<file path="src/hw/rtl/ptc_pkg.sv">
// Package for the pressure/temperature compensation block.
// Holds the fixed-point offsets and reciprocal constants; no dependencies.
package ptc_pkg;

    localparam int     CAL_W        = 16;
    localparam int     RAW_W        = 16;
    localparam int     PRESS_W      = 16;
    localparam int     TEMP_W       = 11;
    localparam int     CFG_IDX_W    = 2;

    localparam int     UT1_OFS      = 20224;
    localparam int     C4_OFS       = 512;
    localparam int     SENS_OFS     = 24576 * 1024;
    localparam int     D1_OFS       = 7168;
    localparam int     C6_OFS       = 50;
    localparam int     T_OFS        = 204800;
    localparam longint P_BIAS       = 64'd250 << 29;
    localparam int     P_SHIFT      = 29;
    localparam int     OFF_SHIFT    = 14;
    localparam int     T_PRE_SHIFT  = 10;
    localparam int     RECIP10      = 52429;
    localparam int     RECIP10_SH   = 19;

    localparam int     PRESS_MAX    = 32767;
    localparam int     PRESS_MIN    = -32768;

    typedef enum logic [CFG_IDX_W-1:0] {
        CFG_CAL_A = 2'd0,
        CFG_CAL_B = 2'd1,
        CFG_CAL_C = 2'd2,
        CFG_CAL_D = 2'd3
    } t_cfg_idx;

endpackage

</file>
<file path="src/hw/rtl/pressure_temp_compensation.sv">
// Barometric sensor compensation: pressure in mbar and temperature in degC.
// Six-stage pipeline; depends on ptc_pkg.
//
// Usage:
//   Calibration words are written through i_cfg_we / i_cfg_idx / i_cfg_data,
//   index 0..3 for words a..d, one write per cycle, only while no sample is
//   in flight.
//   A sample (i_raw_pressure, i_raw_temperature) transfers at a rising edge
//   with start high and busy low. busy is always low: a new sample may be
//   given in every cycle.
//   Each result appears on o_pressure_mbar / o_temperature_c for one cycle
//   with o_done high. Throughput is one sample per cycle; the stage count
//   is set by the 29x17 pressure product and the divide-by-ten reciprocal
//   product, each in a stage of its own.
//   Reset (i_rst_n low, synchronous) clears the calibration words and drops
//   all samples in flight. The receiver cannot stall; results are shown once.
module pressure_temp_compensation (
    input  logic                                  i_clk,
    input  logic                                  i_rst_n,
    input  logic                                  i_cfg_we,
    input  logic [ptc_pkg::CFG_IDX_W-1:0]         i_cfg_idx,
    input  logic [ptc_pkg::CAL_W-1:0]             i_cfg_data,
    input  logic                                  start,
    output logic                                  busy,
    input  logic [ptc_pkg::RAW_W-1:0]             i_raw_pressure,
    input  logic [ptc_pkg::RAW_W-1:0]             i_raw_temperature,
    output logic                                  o_done,
    output logic signed [ptc_pkg::PRESS_W-1:0]    o_pressure_mbar,
    output logic signed [ptc_pkg::TEMP_W-1:0]     o_temperature_c
);

    logic [15:0] r_cal_a, r_cal_b, r_cal_c, r_cal_d;

    logic [14:0] c1;
    logic [11:0] c2;
    logic [9:0]  c3;
    logic [9:0]  c4;
    logic [10:0] c5;
    logic [5:0]  c6;

    assign c1 = r_cal_a[15:1];
    assign c2 = {r_cal_c[5:0], r_cal_d[5:0]};
    assign c3 = r_cal_d[15:6];
    assign c4 = r_cal_c[15:6];
    assign c5 = {r_cal_a[0], r_cal_b[15:6]};
    assign c6 = r_cal_b[5:0];

    assign busy = 1'b0;

    always_ff @(posedge i_clk) begin
        if (!i_rst_n) begin
            r_cal_a <= '0;
            r_cal_b <= '0;
            r_cal_c <= '0;
            r_cal_d <= '0;
        end else if (i_cfg_we) begin
            case (ptc_pkg::t_cfg_idx'(i_cfg_idx))
                ptc_pkg::CFG_CAL_A: r_cal_a <= i_cfg_data;
                ptc_pkg::CFG_CAL_B: r_cal_b <= i_cfg_data;
                ptc_pkg::CFG_CAL_C: r_cal_c <= i_cfg_data;
                ptc_pkg::CFG_CAL_D: r_cal_d <= i_cfg_data;
                default: ;
            endcase
        end
    end

    // stage 1: dT and offset pressure
    logic               r_v1;
    logic signed [16:0] r_dt1, r_d1m1;
    logic signed [16:0] n_dt1, n_d1m1, ut1;

    assign ut1    = $signed({3'b000, c5, 3'b000}) + 17'(ptc_pkg::UT1_OFS);
    assign n_dt1  = $signed({1'b0, i_raw_temperature}) - ut1;
    assign n_d1m1 = $signed({1'b0, i_raw_pressure}) - 17'(ptc_pkg::D1_OFS);

    // stage 2: coefficient products
    logic               r_v2;
    logic signed [27:0] r_off_m2, r_sens_m2;
    logic signed [24:0] r_t_m2;
    logic signed [16:0] r_d1m2;
    logic signed [10:0] c4m;
    logic        [6:0]  c6p;

    assign c4m = $signed({1'b0, c4}) - 11'(ptc_pkg::C4_OFS);
    assign c6p = 7'(c6) + 7'(ptc_pkg::C6_OFS);

    // stage 3: OFF and SENS sums, scaled temperature
    logic               r_v3;
    logic signed [27:0] r_off3;
    logic signed [28:0] r_sens3;
    logic signed [24:0] r_t3;
    logic signed [16:0] r_d1m3;
    logic signed [28:0] sens_base;

    assign sens_base = $signed({4'b0000, c1, 10'b0}) + 29'(ptc_pkg::SENS_OFS);

    // stage 4: SENS x (D1 - offset), temperature magnitude
    logic               r_v4;
    logic signed [45:0] r_prod4;
    logic signed [27:0] r_off4;
    logic               r_tneg4;
    logic        [22:0] r_tabs4;

    // stage 5: pressure sum, divide-by-ten product
    logic               r_v5;
    logic signed [47:0] r_ps5;
    logic        [28:0] r_tq5;
    logic               r_tneg5;
    logic signed [47:0] n_ps5;

    assign n_ps5 = 48'(r_prod4) - (48'(r_off4) <<< ptc_pkg::OFF_SHIFT)
                 + 48'(ptc_pkg::P_BIAS);

    // stage 6: truncate toward zero, saturate
    logic signed [47:0] ps_b;
    logic signed [18:0] pq;
    logic signed [15:0] n_press;
    logic        [9:0]  tq;
    logic signed [10:0] n_temp;

    assign ps_b = r_ps5 + (r_ps5[47] ? 48'((64'd1 << ptc_pkg::P_SHIFT) - 64'd1) : 48'd0);
    assign pq   = ps_b[47:ptc_pkg::P_SHIFT];
    assign n_press = (pq > 19'(ptc_pkg::PRESS_MAX)) ? 16'(ptc_pkg::PRESS_MAX) :
                     (pq < 19'(ptc_pkg::PRESS_MIN)) ? 16'(ptc_pkg::PRESS_MIN) :
                     pq[15:0];
    assign tq     = r_tq5[ptc_pkg::RECIP10_SH +: 10];
    assign n_temp = r_tneg5 ? -$signed({1'b0, tq}) : $signed({1'b0, tq});

    always_ff @(posedge i_clk) begin
        if (!i_rst_n) begin
            r_v1   <= 1'b0;
            r_v2   <= 1'b0;
            r_v3   <= 1'b0;
            r_v4   <= 1'b0;
            r_v5   <= 1'b0;
            o_done <= 1'b0;
        end else begin
            r_v1   <= start && !busy;
            r_v2   <= r_v1;
            r_v3   <= r_v2;
            r_v4   <= r_v3;
            r_v5   <= r_v4;
            o_done <= r_v5;
        end
    end

    always_ff @(posedge i_clk) begin
        r_dt1     <= n_dt1;
        r_d1m1    <= n_d1m1;

        r_off_m2  <= c4m * r_dt1;
        r_sens_m2 <= $signed({1'b0, c3}) * r_dt1;
        r_t_m2    <= $signed({1'b0, c6p}) * r_dt1;
        r_d1m2    <= r_d1m1;

        r_off3    <= $signed({4'b0000, c2, 12'b0}) + r_off_m2;
        r_sens3   <= sens_base + 29'(r_sens_m2);
        r_t3      <= r_t_m2 + 25'(ptc_pkg::T_OFS);
        r_d1m3    <= r_d1m2;

        r_prod4   <= r_sens3 * r_d1m3;
        r_off4    <= r_off3;
        r_tneg4   <= r_t3[24];
        r_tabs4   <= r_t3[24] ? 23'(-r_t3) : 23'(r_t3);

        r_ps5     <= n_ps5;
        r_tq5     <= r_tabs4[22:ptc_pkg::T_PRE_SHIFT] * 16'(ptc_pkg::RECIP10);
        r_tneg5   <= r_tneg4;

        o_pressure_mbar <= n_press;
        o_temperature_c <= n_temp;
    end

    a_latency: assert property (@(posedge i_clk) disable iff (!i_rst_n)
        (start && !busy) |-> ##6 o_done)
        else $error("sample did not complete after six cycles");

    a_temp_range: assert property (@(posedge i_clk) disable iff (!i_rst_n)
        o_done |-> (o_temperature_c >= -11'sd384 && o_temperature_c <= 11'sd520))
        else $error("temperature outside reachable range");

    a_done_src: assert property (@(posedge i_clk) disable iff (!i_rst_n)
        o_done |-> $past(r_v4, 2))
        else $error("result strobe without a sample in flight");

endmodule

</file>
<file path="config.mk">
export PLATFORM = sky130hd
export DESIGN_NAME = pressure_temp_compensation
export DESIGN_NICKNAME = d
export VERILOG_FILES = /design/src/hw/rtl/ptc_pkg.sv /design/src/hw/rtl/pressure_temp_compensation.sv
export SDC_FILE = /design/constraint.sdc
export NUM_CORES = 2
export LEC_CHECK = 0
export BUFFER_PORTS_ARGS = -buffer_cell sky130_fd_sc_hd__buf_2
export CORE_ASPECT_RATIO = 1.25
export CORE_UTILIZATION = 35
export CTS_CLUSTER_SIZE = 20
export DETAILED_ROUTE_END_ITERATION = 7
export PLACE_DENSITY_LB_ADDON = 0.25
export RECOVER_POWER = 25
export SLEW_MARGIN = 5
export SYNTH_ARGS = -nofsm -noshare
export SYNTH_HDL_FRONTEND = slang
export SYNTH_SLANG_ARGS = --single-unit
</file>
<file path="constraint.sdc">
create_clock -name i_clk -period 12.4 [get_ports i_clk]
set_input_delay 1.24 -clock i_clk [delete_from_list [all_inputs] [get_ports i_clk]]
set_output_delay 1.24 -clock i_clk [all_outputs]
set_load 0.01 [all_outputs]
</file>
; ---- After elaboration in Yosys (flattened, before gate mapping)
; Cells that the tools add are included.
[totals]
regBits = 504
inputBits = 54
out_inout_bits = 29
elab_cells = 63
[op_classes]
n_addsub = 14
mul = 5
n_lt_le_gt_ge = 2
eq_ne = 3
muxes = 4
n_reduce_logical = 5
[ops]
columns = operator, count
row1 = 11-bit by 17-bit multiplier with 28-bit output, 2
row2 = "47-bit by 38-bit adder with 48-bit output, second input constant", 1
row3 = 48-bit by 29-bit adder with 48-bit output, 1
row4 = 46-bit by 42-bit subtractor with 47-bit output, 1
row5 = 29-bit by 17-bit multiplier with 46-bit output, 1
row6 = 27-bit by 28-bit adder with 29-bit output, 1
row7 = "13-bit by 16-bit multiplier with 29-bit output, second input constant", 1
row8 = 29-bit two-way mux, 1
row9 = 25-bit by 28-bit adder with 28-bit output, 1
row10 = "25-bit by 25-bit adder with 26-bit output, second input constant", 1
row11 = "25-bit by 19-bit adder with 25-bit output, second input constant", 1
row12 = 8-bit by 17-bit multiplier with 25-bit output, 1
row13 = 23-bit two-way mux, 1
row14 = 23-bit negation, 1
row15 = "19-bit by 16-bit > comparator with 1-bit output, second input constant", 1
row16 = "19-bit by 16-bit less-than comparator with 1-bit output, second input constant", 1
row17 = "16-bit by 13-bit subtractor with 17-bit output, second input constant", 1
row18 = 16-bit by 16-bit subtractor with 17-bit output, 1
row19 = "14-bit by 15-bit adder with 16-bit output, second input constant", 1
row20 = 16-bit two-way mux, 1
row21 = 10-bit negation with 11-bit output, 1
row22 = "10-bit by 10-bit subtractor with 11-bit output, second input constant", 1
row23 = 10-bit two-way mux, 1
row24 = 2-bit AND reduction, 4
row25 = 4 further kinds, 5

; ---- Logic depth before layout (Yosys ltp)
[logic_depth]
word_depth = 4
ltp_mapped = 26
ltp_nobuf = 24

; ---- Worst setup path after synthesis
; No wires, ideal clock.
[synth_path]
path_kind = register to register
start = register r_d1m3[8]
end = register r_prod4[45]
setup_ns = 0.122
t_arrival_ns = 6.067
required_time_ns = 12.278
slack_ns = 6.210
path_stages_with_launch = 26
path_buffers = 2
synth_period_minus_slack_ns = 6.190
cell_sequence = dfxtp_1 > clkbuf_1 > clkbuf_1 > nand2_1 > fa_1 > inv_1 > fa_1 > inv_1 > fa_1 > inv_1 > fa_1 > fa_1 > inv_1 > fa_1 > inv_1 > ha_1 > and4_1 > inv_1 > o31ai_1 > nor2b_1 > o21ai_1 > o21ai_0 > o31ai_1 > nand2b_1 > o21ai_0 > xnor2_1
[synth_between]
elab_chain_cells = 1
[synth_lines]
columns = item, line
row1 = start: declaration, pressure_temp_compensation.sv:92  ; logic signed [16:0] r_d1m3;
row2 = start signal: assignment, pressure_temp_compensation.sv:159  ; r_d1m3 <= r_d1m2;
row3 = 29-bit by 17-bit multiplier with 46-bit output, pressure_temp_compensation.sv:161  ; r_prod4 <= r_sens3 * r_d1m3;
row4 = end signal: assignment, pressure_temp_compensation.sv:161
row5 = end: declaration, pressure_temp_compensation.sv:99  ; logic signed [45:0] r_prod4;
; Every way passes these cells.
; A chain may end at the register's enable or synchronous reset.

; ---- Final worst setup path
[layout_path]
start = register r_d1m3[0]
end = register r_prod4[45]
; Same word-level chain as after synthesis.

==> impl_summary.log <==
[metrics] latest clock arrival within the worst-skew pair: 0.66 ns
[metrics] buffer and inverter count on the worst path: 5
[metrics] max-slew headroom at the worst pin: -11.2%
[metrics] maximum fanout encountered on the critical timing path: 29
[metrics] final setup vio count: 0
[metrics] longest individual stage delay on the worst path: roughly 1.1 ns
[metrics] growth of design area from synthesis to finish: 8.24%
[metrics] final setup skew: approximately 0.025 ns
[metrics] CTS root buf: clkbuf_16
[metrics] hpwl dp: approximately 110 mm
[metrics] DRC violations left: 0
[metrics] Overall Global Routing Usage: ~18%
[metrics] full die area: ~160,000 um2
[metrics] number of cells in the finished layout apart from fillers: between 7,000 and 8,000
[metrics] number of detailed-routing iterations run before antenna repair: 5
[metrics] total wire length after detailed routing: 134 mm
[metrics] Initial Utilization: a little over a third
[metrics] Vert. Die Dim: roughly 440 um
[metrics] post-detailed-route count of antenna-violating nets: 0
[metrics] GR Overflow Total: 0
[metrics] CP max-delay cell: clkbuf_1
[metrics] post-synth cell types: 78
[metrics] Resized cells post-CTS: 0
[metrics] number of buffers created by CTS: 53
[metrics] buffers inserted during post-CTS setup optimization: 0
[metrics] cells along the critical path: clkbuf_1 -> nand2_1 -> fa_1 -> inv_1 -> fa_1 -> fa_1 -> fa_1 -> inv_1 -> fa_1 -> inv_1 -> ha_1 -> and4_1 -> inv_1 -> o31ai_1 -> nor2b_1 -> o21ai_1 -> o21ai_0 -> o31ai_1 -> nand2b_1 -> o21ai_0 -> xnor2_1
[metrics] top_reg_cell synth: dfxtp_1
[metrics] vias after detailed routing: 37,436
[metrics] maximum clock insertion buffer count: 3
[metrics] crit path launch type: flop
[metrics] final setup TNS: 0 ns
[metrics] routed via count divided by cell count: approximately 4.8
[metrics] setup repair after global routing missed its margin: false
[metrics] family with the most delay on the worst path: adder cells
[metrics] measured slew at the worst slew-check pin: roughly 1.7 ns
[metrics] Slew Viols, Final: 59
[metrics] global-route wire length before repair: approximately 220 mm
[metrics] clock transition at the register clock pins on the worst setup and hold paths after CTS: approximately 0.070 ns
[metrics] CP required: ~13 ns
[metrics] commonest cells after routing, fill and taps aside: inv_1, fa_1, nand2_1, ha_1, and2_1
[metrics] fraction of final layout cells sized beyond drive strength 1: roughly 4.7%
[metrics] number of synthesized flops with an enable pin: 0
[metrics] share of flip-flops with an asynchronous set or reset after synthesis: 0%
[metrics] most frequent cell on the critical path: fa_1
[metrics] standard-cell rows: between 150 and 200
[metrics] maximum number of pins on one net before global-route repair: 71
[metrics] NumNets Final: between 7,000 and 8,000
[metrics] number of clock sinks: roughly 470
[metrics] Core Region: 154,000 um2
[metrics] cell area after synthesis: ~55,000 um2
[metrics] data arrival time at the worst-slack endpoint: 7.53 ns
[metrics] number of DRC violations after detailed-routing iteration 0: 1,632
[metrics] Top-Level Pins: just over 80
[metrics] Peak Freq: around 0.14 GHz
[metrics] Synth Register Bits: roughly 470
[metrics] proportion of synthesized chip area in sequential cells: between 10% and 20%
[metrics] most common cell after layout, fill and taps aside: inv_1
[metrics] Port-buffer cells: 81
[metrics] weighted congestion at the end of routability-driven global placement: around 0.85
[metrics] Placed Instances: between 7,000 and 8,000
[metrics] Post-Synthesis Mean Instance Area: about 9.4 um2
[metrics] Synth warnings: 0
[metrics] final period demand of the worst path: around 7 ns
[metrics] number of maximum-capacitance constraint violations: 2
[metrics] final routed wire length divided by cell count: 17.1 um
[metrics] via count of the first global-routing pass: just over 40,000
[metrics] number of hold violations in the final report: 0
[metrics] net count after synthesis: between 7,000 and 8,000
[metrics] clock tree from TritonCTS: done
[metrics] nature of the critical path endpoint: flop
[metrics] CTS Hold Buffers Added: 0
[metrics] Die Width: approximately 360 um
[metrics] failing checks: max-capacitance violations, max-slew violations
[metrics] status: finished, violations left
[metrics] Min-Delay Path Class: reg2reg
[metrics] fin crit share: between 50 and 60%
[metrics] number of H-tree levels: 2
[metrics] Synth Instances: 5,812
[metrics] antenna violations before repair: 13
[metrics] Setup Crit Path Kind: reg2reg
## through the flow
| step | hold WS [ns] | instance area [um2] | util [%] | setup WS [ns] |
|---|---|---|---|---|
| 2_1_floorplan | 0.310 | 54500 | - | 6.21 |
| 3_3_place_gp | 0.311 | 57100 | 37.0 | 5.45 |
| 3_5_place_dp | 0.312 | 57100 | 37.0 | 5.40 |
| 4_1_cts | 0.324 | 59000 | 38.2 | 5.43 |
| 5_1_grt | 0.328 | 59000 | 38.2 | 4.84 |
| 6_report | 0.319 | 59000 | 38.2 | 5.41 |
## cell usage after synthesis (all sizes together) (4+ instances only)
cell	number	area share (%)
nor2b	71	0.81
nand2	642	4.4
o21a	40	0.55
ha	528	12
xnor2	186	3.0
o21ai	103	0.95
fa	942	35
nor4	4	0.046
nor3b	5	0.069
dfxtp	474	17
nand2b	46	0.53
xor2	80	1.3
o311a	4	0.073
and3	20	0.23
a41o	4	0.073
or2	28	0.32
buf	4	0.037
nand4	29	0.33
a31oi	21	0.24
nand3	61	0.56
o21bai	16	0.22
o31ai	16	0.25
a41oi	4	0.064
and4	7	0.11
or3	18	0.22
a21oi	149	1.4
clkbuf	204	1.4
and2	483	5.5
a211o	4	0.067
inv	1181	8.1
nor3	42	0.39
a21boi	72	0.99
o2111ai	4	0.076
o211ai	16	0.22
nor2	152	1.1
a211oi	14	0.19
a21o	84	1.2
nand3b	4	0.055
a31o	6	0.096
## final cells by class
type	count	area, um2
multi-input cells	3948	39800
clock buffers	63	1410
repair buffers	133	786
flip-flops and latches	474	9490
well taps	2037	2550
clock inverters	35	510
inverters	1182	4440
fillers	15692	95300
diodes	5	12.5
## routing by layer
| metal | GRT usage, % | share of wire, % | up-vias |
|---|---|---|---|
| met4 | 6.20 | 3.6 | 2 |
| met2 | 32.9 | 52 | 630 |
| met3 | 1.79 | 3.8 | 244 |
| li1 | - | - | 17679 |
| met1 | 21.2 | 41 | 18881 |
| met5 | 0 | 0.0097 | - |
## state kept, by name (all words and copies together), names as in the netlist, 17 cells and up
signal,flops
r_t_m2,25
r_ps5,48
r_sens3,29
r_d1m2,17
r_t3,24
r_off_m2,28
r_prod4,46
r_off3,28
r_off4,28
r_d1m1,17
r_sens_m2,28
r_d1m3,17
r_dt1,17
## kinds of logic (layout without fill, tap and decap cells)
| kind of cell | Yosys count | count (layout) | share of synthesized area [%] |
|---|---|---|---|
| buf+inv | 1390 | 1413 | 9.58 |
| other cells | 1 | 6 | 0.00688 |
| flops | 474 | 474 | 17.4 |
| compound gates | 588 | 588 | 7.13 |
| xor+xnor | 266 | 266 | 4.27 |
| fa+ha+maj | 1470 | 1470 | 46.7 |
| simple gates | 1623 | 1623 | 14.9 |
## worst paths after layout
kind | startpoint | endpoint | depth (start not counted) | slack [ns]
worst max-delay path | r_d1m3[0] | r_prod4[45] | 21 | 5.41
worst min register to register | r_d1m1[4] | r_d1m2[4] | 0 | 0.32
worst min-delay path | r_d1m1[4] | r_d1m2[4] | 0 | 0.32
worst max register to register | r_d1m3[0] | r_prod4[45] | 21 | 5.41
Power is not shown: default switching activity piles up to over one toggle a cycle in this logic, so the estimate is an artifact.
